### src/rtl/core/assert_macros.svh
// Assertion macros for the controller RTL.
`ifndef ASSERT_MACROS_SVH
`define ASSERT_MACROS_SVH
`ifndef SYNTH
// Clocked assertion, disabled while reset is held.
`define ASSERT_CLK(label, clk, rst_n, prop, msg) \
  label: assert property (@(posedge clk) disable iff (!rst_n) prop) else $error(msg);
// Clocked assertion, also checked during reset.
`define ASSERT_ALWAYS(label, clk, prop, msg) \
  label: assert property (@(posedge clk) prop) else $error(msg);
`else
`define ASSERT_CLK(label, clk, rst_n, prop, msg)
`define ASSERT_ALWAYS(label, clk, prop, msg)
`endif
`endif

### src/rtl/core/bfh_pkg.sv
// Types and constants of the boiler fill and heat controller.
`timescale 1ns / 1ps
package bfh_pkg;

  // Default width of the hysteresis countdown
  localparam int unsigned COUNT_BITS_DEF = 8;

  // Configuration port widths and register indexes
  localparam int unsigned CFG_IDX_W  = 8;
  localparam int unsigned CFG_DATA_W = 8;
  localparam int unsigned HYST_W     = 8;
  localparam logic [CFG_IDX_W-1:0] REG_HYST_TENTHS = 8'd0;
  localparam logic [CFG_IDX_W-1:0] REG_TEST_MODE   = 8'd1;
  localparam logic [HYST_W-1:0]    HYST_RESET      = 8'd10;

  // Controller states
  typedef enum logic [2:0] {
    ST_OFF       = 3'd0,
    ST_HYST      = 3'd1,
    ST_FILL      = 3'd2,
    ST_FILL_HEAT = 3'd3,
    ST_HEAT      = 3'd4
  } state_t;

  // Event codes of an input beat
  typedef enum logic [1:0] {
    EV_TOGGLE  = 2'd0,
    EV_LEVEL   = 2'd1,
    EV_TICK    = 2'd2,
    EV_REFRESH = 2'd3
  } cmd_t;

  // One result beat
  typedef struct packed {
    logic [2:0] ctrl_state;
    logic       heater_on;
    logic       pump_on;
    logic       heater_relay;
    logic       pump_relay;
    logic       display_update;
    logic       state_moved;
  } result_t;

  // Status of the state machine seen by the top level
  typedef struct packed {
    state_t state;
    logic   wait_zero;
    logic   heater_relay;
    logic   pump_relay;
  } status_t;

endpackage

### src/rtl/core/bfh_in_if.sv
// Input event channel: valid/ready plus event code and level flag.
`timescale 1ns / 1ps
interface bfh_in_if;
  logic       valid;
  logic       ready;
  logic [1:0] cmd;
  logic       boiler_full;

  modport source (output valid, output cmd, output boiler_full, input ready);
  modport sink (input valid, input cmd, input boiler_full, output ready);
endinterface

### src/rtl/core/bfh_out_if.sv
// Result channel: valid/ready plus state and heater/pump flags.
`timescale 1ns / 1ps
interface bfh_out_if;
  logic       valid;
  logic       ready;
  logic [2:0] ctrl_state;
  logic       heater_on;
  logic       pump_on;
  logic       heater_relay;
  logic       pump_relay;
  logic       display_update;
  logic       state_moved;

  modport source (
    output valid, output ctrl_state, output heater_on, output pump_on,
    output heater_relay, output pump_relay, output display_update,
    output state_moved, input ready
  );
  modport sink (
    input valid, input ctrl_state, input heater_on, input pump_on,
    input heater_relay, input pump_relay, input display_update,
    input state_moved, output ready
  );
endinterface

### src/rtl/core/bfh_cfg_if.sv
// Configuration write channel: valid/ready plus register index and data.
`timescale 1ns / 1ps
interface bfh_cfg_if;
  logic                           valid;
  logic                           ready;
  logic [bfh_pkg::CFG_IDX_W-1:0]  index;
  logic [bfh_pkg::CFG_DATA_W-1:0] data;

  modport source (output valid, output index, output data, input ready);
  modport sink (input valid, input index, input data, output ready);
endinterface

### src/rtl/core/bfh_fsm.sv
// Controller state machine: state, countdown, flags and relays.
`timescale 1ns / 1ps
module bfh_fsm #(
  parameter int unsigned COUNT_BITS = bfh_pkg::COUNT_BITS_DEF
) (
  input  logic                        clk,
  input  logic                        rst_n,
  input  logic                        step,
  input  bfh_pkg::cmd_t               cmd,
  input  logic                        boiler_full,
  input  logic [bfh_pkg::HYST_W-1:0]  hyst_tenths,
  input  logic                        test_mode,
  output bfh_pkg::result_t            result,
  output bfh_pkg::status_t            status
);

  localparam int unsigned SatW = (COUNT_BITS > bfh_pkg::HYST_W) ? COUNT_BITS
                                                                : bfh_pkg::HYST_W;

  bfh_pkg::state_t        state_r, state_nxt;
  logic [COUNT_BITS-1:0]  wait_r, wait_nxt;
  logic                   heater_r, heater_nxt;
  logic                   pump_r, pump_nxt;
  logic                   hrelay_r, hrelay_nxt;
  logic                   prelay_r, prelay_nxt;
  logic                   moved;
  logic                   drv_h, drv_p, h_val, p_val;
  logic [SatW-1:0]        hyst_ext, cnt_max_ext;
  logic [COUNT_BITS-1:0]  wait_load;

  // Countdown load, saturated to the counter width
  assign hyst_ext    = SatW'(hyst_tenths);
  assign cnt_max_ext = SatW'({COUNT_BITS{1'b1}});
  assign wait_load   = (hyst_ext > cnt_max_ext) ? {COUNT_BITS{1'b1}}
                                                : COUNT_BITS'(hyst_ext);

  // State registers
  always_ff @(posedge clk) begin
    if (!rst_n) begin
      state_r  <= bfh_pkg::ST_OFF;
      wait_r   <= '0;
      heater_r <= 1'b0;
      pump_r   <= 1'b0;
      hrelay_r <= 1'b0;
      prelay_r <= 1'b0;
    end else if (step) begin
      state_r  <= state_nxt;
      wait_r   <= wait_nxt;
      heater_r <= heater_nxt;
      pump_r   <= pump_nxt;
      hrelay_r <= hrelay_nxt;
      prelay_r <= prelay_nxt;
    end
  end

  // Next state and flag commands
  always_comb begin
    state_nxt = state_r;
    wait_nxt  = wait_r;
    moved     = 1'b0;
    drv_h     = 1'b0;
    drv_p     = 1'b0;
    h_val     = 1'b0;
    p_val     = 1'b0;
    unique case (state_r)
      bfh_pkg::ST_HYST: begin
        unique case (cmd)
          bfh_pkg::EV_LEVEL: begin
            if (boiler_full) begin
              wait_nxt  = '0;
              drv_h = 1'b1; h_val = 1'b1;
              drv_p = 1'b1; p_val = 1'b0;
              state_nxt = bfh_pkg::ST_HEAT;
              moved     = 1'b1;
            end
          end
          bfh_pkg::EV_REFRESH: begin
            drv_h = 1'b1; drv_p = 1'b1;
          end
          bfh_pkg::EV_TOGGLE: begin
            wait_nxt  = '0;
            drv_h = 1'b1; drv_p = 1'b1;
            state_nxt = bfh_pkg::ST_OFF;
            moved     = 1'b1;
          end
          default: begin
            // tick: count down, refill while heating at expiry
            if (wait_r <= COUNT_BITS'(1)) begin
              wait_nxt  = '0;
              drv_h = 1'b1; h_val = 1'b1;
              drv_p = 1'b1; p_val = 1'b1;
              state_nxt = bfh_pkg::ST_FILL_HEAT;
              moved     = 1'b1;
            end else begin
              wait_nxt = wait_r - COUNT_BITS'(1);
            end
          end
        endcase
      end
      bfh_pkg::ST_FILL, bfh_pkg::ST_FILL_HEAT: begin
        unique case (cmd)
          bfh_pkg::EV_LEVEL: begin
            if (boiler_full) begin
              drv_h = 1'b1; h_val = 1'b1;
              drv_p = 1'b1; p_val = 1'b0;
              state_nxt = bfh_pkg::ST_HEAT;
              moved     = 1'b1;
            end
          end
          bfh_pkg::EV_REFRESH: begin
            drv_h = 1'b1; h_val = (state_r == bfh_pkg::ST_FILL_HEAT);
            drv_p = 1'b1; p_val = 1'b1;
          end
          bfh_pkg::EV_TOGGLE: begin
            drv_h = 1'b1; drv_p = 1'b1;
            state_nxt = bfh_pkg::ST_OFF;
            moved     = 1'b1;
          end
          default: ;
        endcase
      end
      bfh_pkg::ST_HEAT: begin
        unique case (cmd)
          bfh_pkg::EV_LEVEL: begin
            // level lost: start the hysteresis wait
            if (!boiler_full) begin
              wait_nxt  = wait_load;
              state_nxt = bfh_pkg::ST_HYST;
              moved     = 1'b1;
            end
          end
          bfh_pkg::EV_REFRESH: begin
            drv_h = 1'b1; h_val = 1'b1;
            drv_p = 1'b1; p_val = 1'b0;
          end
          bfh_pkg::EV_TOGGLE: begin
            drv_h = 1'b1; drv_p = 1'b1;
            state_nxt = bfh_pkg::ST_OFF;
            moved     = 1'b1;
          end
          default: ;
        endcase
      end
      default: begin
        // off, and unused codes
        unique case (cmd)
          bfh_pkg::EV_REFRESH: begin
            drv_h = 1'b1; drv_p = 1'b1;
          end
          bfh_pkg::EV_TOGGLE: begin
            drv_h = 1'b1; h_val = boiler_full;
            drv_p = 1'b1; p_val = !boiler_full;
            state_nxt = boiler_full ? bfh_pkg::ST_HEAT : bfh_pkg::ST_FILL;
            moved     = 1'b1;
          end
          default: ;
        endcase
      end
    endcase
  end

  // Flags follow commands; relays too unless in test mode
  always_comb begin
    heater_nxt = drv_h ? h_val : heater_r;
    pump_nxt   = drv_p ? p_val : pump_r;
    hrelay_nxt = (drv_h && !test_mode) ? h_val : hrelay_r;
    prelay_nxt = (drv_p && !test_mode) ? p_val : prelay_r;
  end

  // Result of this beat and status
  always_comb begin
    result.ctrl_state     = state_nxt;
    result.heater_on      = heater_nxt;
    result.pump_on        = pump_nxt;
    result.heater_relay   = hrelay_nxt;
    result.pump_relay     = prelay_nxt;
    result.display_update = (heater_nxt != heater_r) || (pump_nxt != pump_r);
    result.state_moved    = moved;
    status.state          = state_r;
    status.wait_zero      = (wait_r == '0);
    status.heater_relay   = hrelay_r;
    status.pump_relay     = prelay_r;
  end

endmodule

### src/rtl/core/boiler_fill_heat_controller.sv
// Top level of the boiler fill and heat controller.
//
//   channel  | dir | beat contents
//   ---------+-----+-----------------------------------------------------
//   in_bus   | in  | cmd (event code), boiler_full
//   out_bus  | out | ctrl_state, heater/pump flags, relays, change flags
//   cfg_bus  | in  | index, data (hysteresis_tenths, test_mode)
//
// One event per clock while out_bus is not stalled: the state machine updates on
// the accepting edge and the result lands in the output register at that same edge.
// in_bus is ready whenever the output register is empty or being drained.
// A stalled result holds; cfg_bus is always ready, no reset sweep needed.
// rst_n is synchronous, active low.
`timescale 1ns / 1ps
`include "assert_macros.svh"
module boiler_fill_heat_controller #(
  parameter int unsigned COUNT_BITS = bfh_pkg::COUNT_BITS_DEF
) (
  input logic      clk,
  input logic      rst_n,
  bfh_in_if.sink   in_bus,
  bfh_out_if.source out_bus,
  bfh_cfg_if.sink  cfg_bus
);

  logic [bfh_pkg::HYST_W-1:0] hyst_r;
  logic                       test_mode_r;
  logic                       out_valid_r;
  bfh_pkg::result_t           out_r;
  bfh_pkg::result_t           result;
  bfh_pkg::status_t           status;
  logic                       in_acc;

  assign in_bus.ready = !out_valid_r || out_bus.ready;
  assign in_acc       = in_bus.valid && in_bus.ready;

  // Configuration registers
  assign cfg_bus.ready = 1'b1;
  always_ff @(posedge clk) begin
    if (!rst_n) begin
      hyst_r      <= bfh_pkg::HYST_RESET;
      test_mode_r <= 1'b0;
    end else if (cfg_bus.valid) begin
      if (cfg_bus.index == bfh_pkg::REG_HYST_TENTHS) begin
        hyst_r <= cfg_bus.data[bfh_pkg::HYST_W-1:0];
      end else if (cfg_bus.index == bfh_pkg::REG_TEST_MODE) begin
        test_mode_r <= cfg_bus.data[0];
      end
    end
  end

  bfh_fsm #(
    .COUNT_BITS (COUNT_BITS)
  ) u_fsm (
    .clk         (clk),
    .rst_n       (rst_n),
    .step        (in_acc),
    .cmd         (bfh_pkg::cmd_t'(in_bus.cmd)),
    .boiler_full (in_bus.boiler_full),
    .hyst_tenths (hyst_r),
    .test_mode   (test_mode_r),
    .result      (result),
    .status      (status)
  );

  // Output register
  always_ff @(posedge clk) begin
    if (!rst_n) begin
      out_valid_r <= 1'b0;
    end else if (in_acc) begin
      out_valid_r <= 1'b1;
    end else if (out_bus.ready) begin
      out_valid_r <= 1'b0;
    end
  end

  always_ff @(posedge clk) begin
    if (in_acc) begin
      out_r <= result;
    end
  end

  assign out_bus.valid          = out_valid_r;
  assign out_bus.ctrl_state     = out_r.ctrl_state;
  assign out_bus.heater_on      = out_r.heater_on;
  assign out_bus.pump_on        = out_r.pump_on;
  assign out_bus.heater_relay   = out_r.heater_relay;
  assign out_bus.pump_relay     = out_r.pump_relay;
  assign out_bus.display_update = out_r.display_update;
  assign out_bus.state_moved    = out_r.state_moved;

  // Checks
  `ASSERT_CLK(a_heat_flags, clk, rst_n, (out_valid_r && out_r.ctrl_state == bfh_pkg::ST_HEAT) |-> (out_r.heater_on && !out_r.pump_on), "heating result without heater on and pump off")
  `ASSERT_CLK(a_wait_idle, clk, rst_n, (status.state != bfh_pkg::ST_HYST) |-> status.wait_zero, "countdown running outside hysteresis")
  `ASSERT_CLK(a_test_freeze, clk, rst_n, (in_acc && test_mode_r) |=> ($stable(status.heater_relay) && $stable(status.pump_relay)), "relay moved in test mode")
  `ASSERT_CLK(a_beat_kept, clk, rst_n, in_acc |=> out_valid_r, "accepted beat produced no result")

endmodule

### src/flat_wrapper.sv
// flat-port wrapper written by rule: the top's interface ports become plain ports
module boiler_fill_heat_controller_flat 
#(
  parameter int unsigned COUNT_BITS = bfh_pkg::COUNT_BITS_DEF
)
  (clk, rst_n, in_bus_valid, in_bus_cmd, in_bus_boiler_full, in_bus_ready, out_bus_valid, out_bus_ctrl_state, out_bus_heater_on, out_bus_pump_on, out_bus_heater_relay, out_bus_pump_relay, out_bus_display_update, out_bus_state_moved, out_bus_ready, cfg_bus_valid, cfg_bus_index, cfg_bus_data, cfg_bus_ready);
  bfh_in_if in_bus_i ();
  bfh_out_if out_bus_i ();
  bfh_cfg_if cfg_bus_i ();
  input logic clk;
  input logic rst_n;
  input wire logic [$bits(in_bus_i.valid)-1:0] in_bus_valid;
  input wire logic [$bits(in_bus_i.cmd)-1:0] in_bus_cmd;
  input wire logic [$bits(in_bus_i.boiler_full)-1:0] in_bus_boiler_full;
  output wire logic [$bits(in_bus_i.ready)-1:0] in_bus_ready;
  output wire logic [$bits(out_bus_i.valid)-1:0] out_bus_valid;
  output wire logic [$bits(out_bus_i.ctrl_state)-1:0] out_bus_ctrl_state;
  output wire logic [$bits(out_bus_i.heater_on)-1:0] out_bus_heater_on;
  output wire logic [$bits(out_bus_i.pump_on)-1:0] out_bus_pump_on;
  output wire logic [$bits(out_bus_i.heater_relay)-1:0] out_bus_heater_relay;
  output wire logic [$bits(out_bus_i.pump_relay)-1:0] out_bus_pump_relay;
  output wire logic [$bits(out_bus_i.display_update)-1:0] out_bus_display_update;
  output wire logic [$bits(out_bus_i.state_moved)-1:0] out_bus_state_moved;
  input wire logic [$bits(out_bus_i.ready)-1:0] out_bus_ready;
  input wire logic [$bits(cfg_bus_i.valid)-1:0] cfg_bus_valid;
  input wire logic [$bits(cfg_bus_i.index)-1:0] cfg_bus_index;
  input wire logic [$bits(cfg_bus_i.data)-1:0] cfg_bus_data;
  output wire logic [$bits(cfg_bus_i.ready)-1:0] cfg_bus_ready;
  assign in_bus_i.valid = in_bus_valid;
  assign in_bus_i.cmd = in_bus_cmd;
  assign in_bus_i.boiler_full = in_bus_boiler_full;
  assign in_bus_ready = in_bus_i.ready;
  assign out_bus_valid = out_bus_i.valid;
  assign out_bus_ctrl_state = out_bus_i.ctrl_state;
  assign out_bus_heater_on = out_bus_i.heater_on;
  assign out_bus_pump_on = out_bus_i.pump_on;
  assign out_bus_heater_relay = out_bus_i.heater_relay;
  assign out_bus_pump_relay = out_bus_i.pump_relay;
  assign out_bus_display_update = out_bus_i.display_update;
  assign out_bus_state_moved = out_bus_i.state_moved;
  assign out_bus_i.ready = out_bus_ready;
  assign cfg_bus_i.valid = cfg_bus_valid;
  assign cfg_bus_i.index = cfg_bus_index;
  assign cfg_bus_i.data = cfg_bus_data;
  assign cfg_bus_ready = cfg_bus_i.ready;
  boiler_fill_heat_controller #(.COUNT_BITS(COUNT_BITS)) u_core (.clk(clk), .rst_n(rst_n), .in_bus(in_bus_i), .out_bus(out_bus_i), .cfg_bus(cfg_bus_i));
endmodule
### config.mk
export PLATFORM = sky130hd
export DESIGN_NAME = boiler_fill_heat_controller_flat
export DESIGN_NICKNAME = d
export VERILOG_FILES = /design/src/rtl/core/bfh_pkg.sv /design/src/rtl/core/bfh_in_if.sv /design/src/rtl/core/bfh_out_if.sv /design/src/rtl/core/bfh_cfg_if.sv /design/src/rtl/core/bfh_fsm.sv /design/src/rtl/core/boiler_fill_heat_controller.sv /design/src/flat_wrapper.sv
export VERILOG_INCLUDE_DIRS = /design/src /design/src/rtl/core
export SDC_FILE = /design/constraint.sdc
export NUM_CORES = 1
export LEC_CHECK = 0
export BUFFER_PORTS_ARGS = -buffer_cell sky130_fd_sc_hd__buf_2
export CORE_MARGIN = 2
export CORE_UTILIZATION = 45
export DETAILED_ROUTE_END_ITERATION = 10
export GPL_TIMING_DRIVEN = 0
export PLACE_DENSITY = 0.69
export SETUP_SLACK_MARGIN = 0.05
export SLEW_MARGIN = 20
export SYNTH_ARGS = -nofsm -noshare
export SYNTH_HDL_FRONTEND = slang
export SYNTH_SLANG_ARGS = --single-unit
### constraint.sdc
create_clock -name clk -period 2.8 [get_ports clk]
set_clock_uncertainty 0.2 [all_clocks]
set_input_delay 0.56 -clock clk [delete_from_list [all_inputs] [get_ports clk]]
set_output_delay 0.56 -clock clk [all_outputs]
set_load 0.02 [all_outputs]
Word-level counts from Yosys, hierarchy flattened

Index checks and enable logic that the tools add are counted.

Input bits: 24
Flip-flop bits (word level): 34
Logic and storage cells: 92

Reduce and logical (&&, ||, !) cells: 17
Bitwise logic cells: 1
Add/subtract/negate cells: 1
$lt $le $gt $ge: 2
Muxes and demuxes: 42
Equal/unequal tests: 13

Operator list:

| operator                                            | count |
|---|---|
| 2-to-1 mux 8 bit                                    | 5 |
| case mux 8 bit (3 select lines)                     | 1 |
| case mux 3 bit (3 select lines)                     | 2 |
| case mux 8 bit (2 select lines)                     | 1 |
| 2-to-1 mux 1 bit                                    | 15 |
| 2-to-1 mux 3 bit                                    | 5 |
| case mux 1 bit (2 select lines)                     | 7 |
| case mux 1 bit (3 select lines)                     | 4 |
| case mux 3 bit (2 select lines)                     | 2 |
| == test 8 x 1 -> 1 bit, second input constant       | 1 |
| > comparator 8 bit, second input constant           | 1 |
| <= comparator 8 x 1 -> 1 bit, second input constant | 1 |
| logical NOT 8 bit                                   | 1 |
| subtractor 8 x 1 -> 8 bit, second input constant    | 1 |
| == test 3 x 2 -> 1 bit, second input constant       | 2 |
| AND reduction 6 bit                                 | 1 |
| inequality test 2 bit, second input constant        | 2 |
| nonzero test 2 bit                                  | 2 |
| OR reduction 2 bit                                  | 2 |
| == test 3 x 1 -> 1 bit, second input constant       | 1 |
| == test 3 bit, second input constant                | 1 |
| logical NOT 1 bit                                   | 3 |
| inequality test 3 bit, second input constant        | 1 |
| AND reduction 3 bit                                 | 1 |
| other kinds (10)                                    | 13 |

Logic depth before layout (Yosys ltp)

Depth in word-level cells: 7
Depth in mapped cells: 8
Mapped depth without buffers: 7

Modules after synthesis

A second synthesis with hierarchy kept.

Cell total of the unflattened synthesis: 265
Area, all modules: 2230.9 um2

By module, submodules not included:

| module                      | times used | area each (um2) | cells an instance |
|---|---|---|---|
| bfh_fsm                     | 1          | 1498.9          | 205 |
| boiler_fill_heat_controller | 1          | 732.0           | 60 |

Worst setup path after synthesis

OpenSTA, ideal clock, no wires.

Path type: input -> register
From: in in_bus_cmd[0]
To: reg u_core.u_fsm.hrelay_r
Data required time: 2.485 ns
Arrival time: 2.446 ns
Setup slack: 0.039 ns
Stages on the path: 8
Path buffers: 1
Path through: inv_1 > ha_1 > nand4bb_2 > or4b_4 > a22o_1 > buf_6 > or4_1 > and3_1

Word-level cells in the longest chain between the ends: 6

Ends and longest elaborated chain:

| element                                                       | RTL line           | source |
|---|---|---|
| from (decl)                                                   | flat_wrapper.sv:13 | `input wire logic [$bits(in_bus_i.cmd)-1:0] in_bus_cmd;` |
| == test 2 bit / logical NOT 2 bit (equally long branches)     | -                  |  |
| OR reduction 2 bit (no line)                                  | -                  |  |
| case mux 1 bit (2 select lines), or another cell as far along | bfh_fsm.sv:101     | `unique case (cmd)` |
| case mux 1 bit (2 select lines)                               | bfh_fsm.sv:65      | `unique case (state_r)` |
| logical AND 1 bit                                             | bfh_fsm.sv:166     | `hrelay_nxt = (drv_h && !test_mode) ? h_val : hrelay_r;` |
| 2-to-1 mux 1 bit *                                            | bfh_fsm.sv:166     |  |
| to (signal assigned)                                          | bfh_fsm.sv:51      | `hrelay_r <= hrelay_nxt;` |
| to (decl)                                                     | bfh_fsm.sv:24      | `logic hrelay_r, hrelay_nxt;` |

Every way passes the cells marked *; elsewhere a longest branch is shown, timed or not.
A chain may end at the register's enable or synchronous reset.

==> summary.txt <==
Layout
  – Footprint of the multi-input gates: 1160 um^2
  – Sequential cell area: 776 um^2
  – Layout net count: 299
  – Diodes inserted: 0
  – Filler Cells Inserted: 432
  – Synthesis-to-finish area growth: 21.0%
  – Share of layout cells above drive strength 1: 25.9%
  – Final design utilization: 56.5%

Logic synthesis
  – Top post-synthesis cells by area: dfxtp_1, edfxtp_1, mux2i_1, nand2_1, ha_1
  – Sequential share of the synthesized area: 38.2%
  – Yosys reg bits: 34
  – Share of the synthesized area in the top cell type: 24.8%
  – Synth Flop Type: dfxtp_1
  – Syn Nets: 252
  – Leading area contributor after synthesis: dfxtp_1
  – Syn avg cell area: 9.09 um^2
  – Post-synth EDFFs: 9
  – Number of cells produced by synthesis: 222
  – Asr flop ratio synth: 0%
  – Mapped cell area: 2020 um^2
  – Distinct cells, synth: 49
  – Count leader, synth: dfxtp_1
  – Yosys warns: 0
  – Synth top cells by count: dfxtp_1, nand2_1, o21ai_0

Setup path
  – Crit end category: flip-flop
  – CP Max Fanout: 5
  – Arr. time, crit path: 2.57 ns
  – Critical path required time: 2.65 ns
  – Setup CP Type: flip-flop to flip-flop
  – CP startpoint kind: flip-flop

Power and ir drop
  – Sw power: 310 uW
  – PwrDens: 491 nW/um^2
  – Comb pwr share: 18.3%
  – Sw frac: 25.9%
  – Internal cell power: 889 uW
  – Sequential share of power: 44.9%
  – Max VDD drop: 0.359 mV
  – Clock share of power: 36.8%
  – Leakage: 1.03 nW

CTS
  – CTS clk-pin slew, worst paths: 0.07 ns
  – Clk_lat worst skew: 0.29 ns
  – Root buf cell: clkbuf_8
  – Clock sinks: 34
  – TritonCTS clock tree: built
  – Num CTS Buffers: 5
  – CTS H-tree lvls: 2
  – Buffer depth of the longest clock path: 2
  – CTS Hold Bufs: 0

Floorplan
  – Num ports: 36
  – Die span in y: 71.0 um
  – Die footprint: 5040 um^2
  – Num rows: 24
  – DIE WIDTH: 71.0 um
  – Core ar.: 4320 um^2
  – Starting Density: 46.7%

GRT
  – First-pass GRT wire length: 7580 um
  – GR Util All Layers: 18.9%
  – Grt total ovfl: 0
  – Vias in the first global route: 1693
  – Antenna violations before repair: 0
  – Largest net degree at the start of global routing: 12

Detailed routing
  – Post-route ant nets: 0
  – Via density: 5.57
  – DR DRC count: 0
  – WL per Instance: 13.9 um
  – DR vias: 1795
  – Drt total wl: 4480 um
  – Iteration-0 DRC Markers: 126
  – DRT Pass-1 Iters: 4

Timing
  – Max-slew violation count: 0
  – Post-route minimum period: 2.72 ns
  – Setup TNS: 0 ns
  – Final Hold Viols: 0
  – Final setup vio count: 0
  – Fmax: 367 MHz
  – RSZ-0062 raised after global routing: false
  – Worst-Margin Slew: 0.829 ns
  – Period utilization: 97.3%
  – Slew margin rel.: 44.5%

Placed design
  – DP Wirelength: 3230 um
  – Port Buffers: 34
  – Placer Congestion: 0.863

Hold path
  – Worst hold path class: flip-flop to flip-flop

Run status
  – Outcome: finished clean

Run
  – Max Cap Viol: 0
-- layer usage --
layer	wire, um	GRT usage (%)	vias up
met5	0	0	-
met4	77	6.92	0
met3	263	6.13	8
met2	2130	32.0	48
met1	2020	22.4	828
li1	-	-	911
-- flip-flops by register name (all words and copies together), names as in the netlist --
name and count:
u_core.hyst_r 8, u_core.u_fsm.wait_r 8, u_core.out_bus.ctrl_state 3, u_core.u_fsm.state_r 3
u_core.out_bus.display_update 1, u_core.out_bus.heater_on 1, u_core.out_bus.heater_relay 1, u_core.out_bus.pump_on 1
u_core.out_bus.pump_relay 1, u_core.out_bus.state_moved 1, u_core.out_bus.valid 1, u_core.test_mode_r 1
u_core.u_fsm.heater_r 1, u_core.u_fsm.hrelay_r 1, u_core.u_fsm.prelay_r 1, u_core.u_fsm.pump_r 1
-- cell usage in the layout (no fill, tap or decap), types with 4 or more instances in the layout --
cell type and n:
o21ai_0 13, nand2_1 22, buf_4 6, edfxtp_1 9, mux2i_1 9, dfxtp_1 23
buf_2 35, ha_1 4, nor2b_1 7, nor3_1 5, o211a_1 7, inv_1 12
a21oi_1 7, mux2_2 4, clkbuf_1 10, clkbuf_8 5, a21boi_0 8, nor2_1 9
nor4_1 6, o31ai_1 4
-- power by group through the flow --
stage / combinational [mW] / sequential [mW] / clock [mW]
floorplan: 0.127 / 0.567 / 0
global placement: 0.201 / 0.549 / 0
detailed placement: 0.203 / 0.550 / 0
CTS: 0.205 / 0.540 / 0.457
global route: 0.240 / 0.540 / 0.472
finish: 0.219 / 0.539 / 0.441
-- kinds of logic (layout without fill, tap and decap cells) --
family,after synthesis,in the layout,synth area share (%)
and+or+nand+nor,79,79,22.3
muxes,13,13,6.70
DFF,34,34,38.2
xor gates and xnor gates,2,2,0.868
adders and majority gates,6,6,3.72
buffers and inverters,26,74,6.14
other,1,1,0.186
AOI/OAI and AO/OA,61,61,21.9
-- final timing paths --
check / startpoint / to / slack, ns / depth (start not counted)
max: u_core.u_fsm.wait_r[7] / u_core.out_bus.heater_relay / 0.08 / 6
min: u_core.hyst_r[1] / u_core.hyst_r[1] / 0.28 / 2
max reg2reg: u_core.u_fsm.wait_r[7] / u_core.out_bus.heater_relay / 0.08 / 6
min reg2reg: u_core.hyst_r[1] / u_core.hyst_r[1] / 0.28 / 2
-- critical path, stage by stage, from the launching register on --
cell and delay (ns):
dfxtp_2 0.34, or4_4 0.54, or4b_4 0.54, a22o_4 0.25, buf_6 0.13, nor2_2 0.12, mux2_2 0.35
-- what timing repair did --
item | in CTS | in global routing
buffers inserted | 0 | 5
pin swaps | 2 | 4
gates resized for setup | 3 | 5
cloned | 0 | 1
endpoints found under the setup margin | 13 | 8
-- stage by stage --
| stage | cell area [um^2] | hold slack [ns] | worst slack, ns | total power [mW] | instances |
|---|---|---|---|---|---|
| 2_1_floorplan | 2020 | 0.241 | 0.0643 | 0.694 | 222 |
| 3_3_place_gp | 2260 | 0.257 | -0.563 | 0.750 | 308 |
| 3_5_place_dp | 2260 | 0.263 | -0.595 | 0.753 | 308 |
| 4_1_cts | 2370 | 0.271 | 0.0456 | 1.20 | 316 |
| 5_1_grt | 2440 | 0.281 | 0.0452 | 1.25 | 322 |
| 6_report | 2440 | 0.277 | 0.0755 | 1.20 | 322 |
-- final cells by class --
class,instances,share of cell area [%]
buffer,14,3.23
clock buffer,5,2.82
clock inverter,3,1.64
inverter,12,1.84
multi-input combinational,162,47.3
sequential,34,31.8
tap,52,2.66
timing repair buffer,40,8.71
Note: power is estimated with default switching activity, not from simulation.
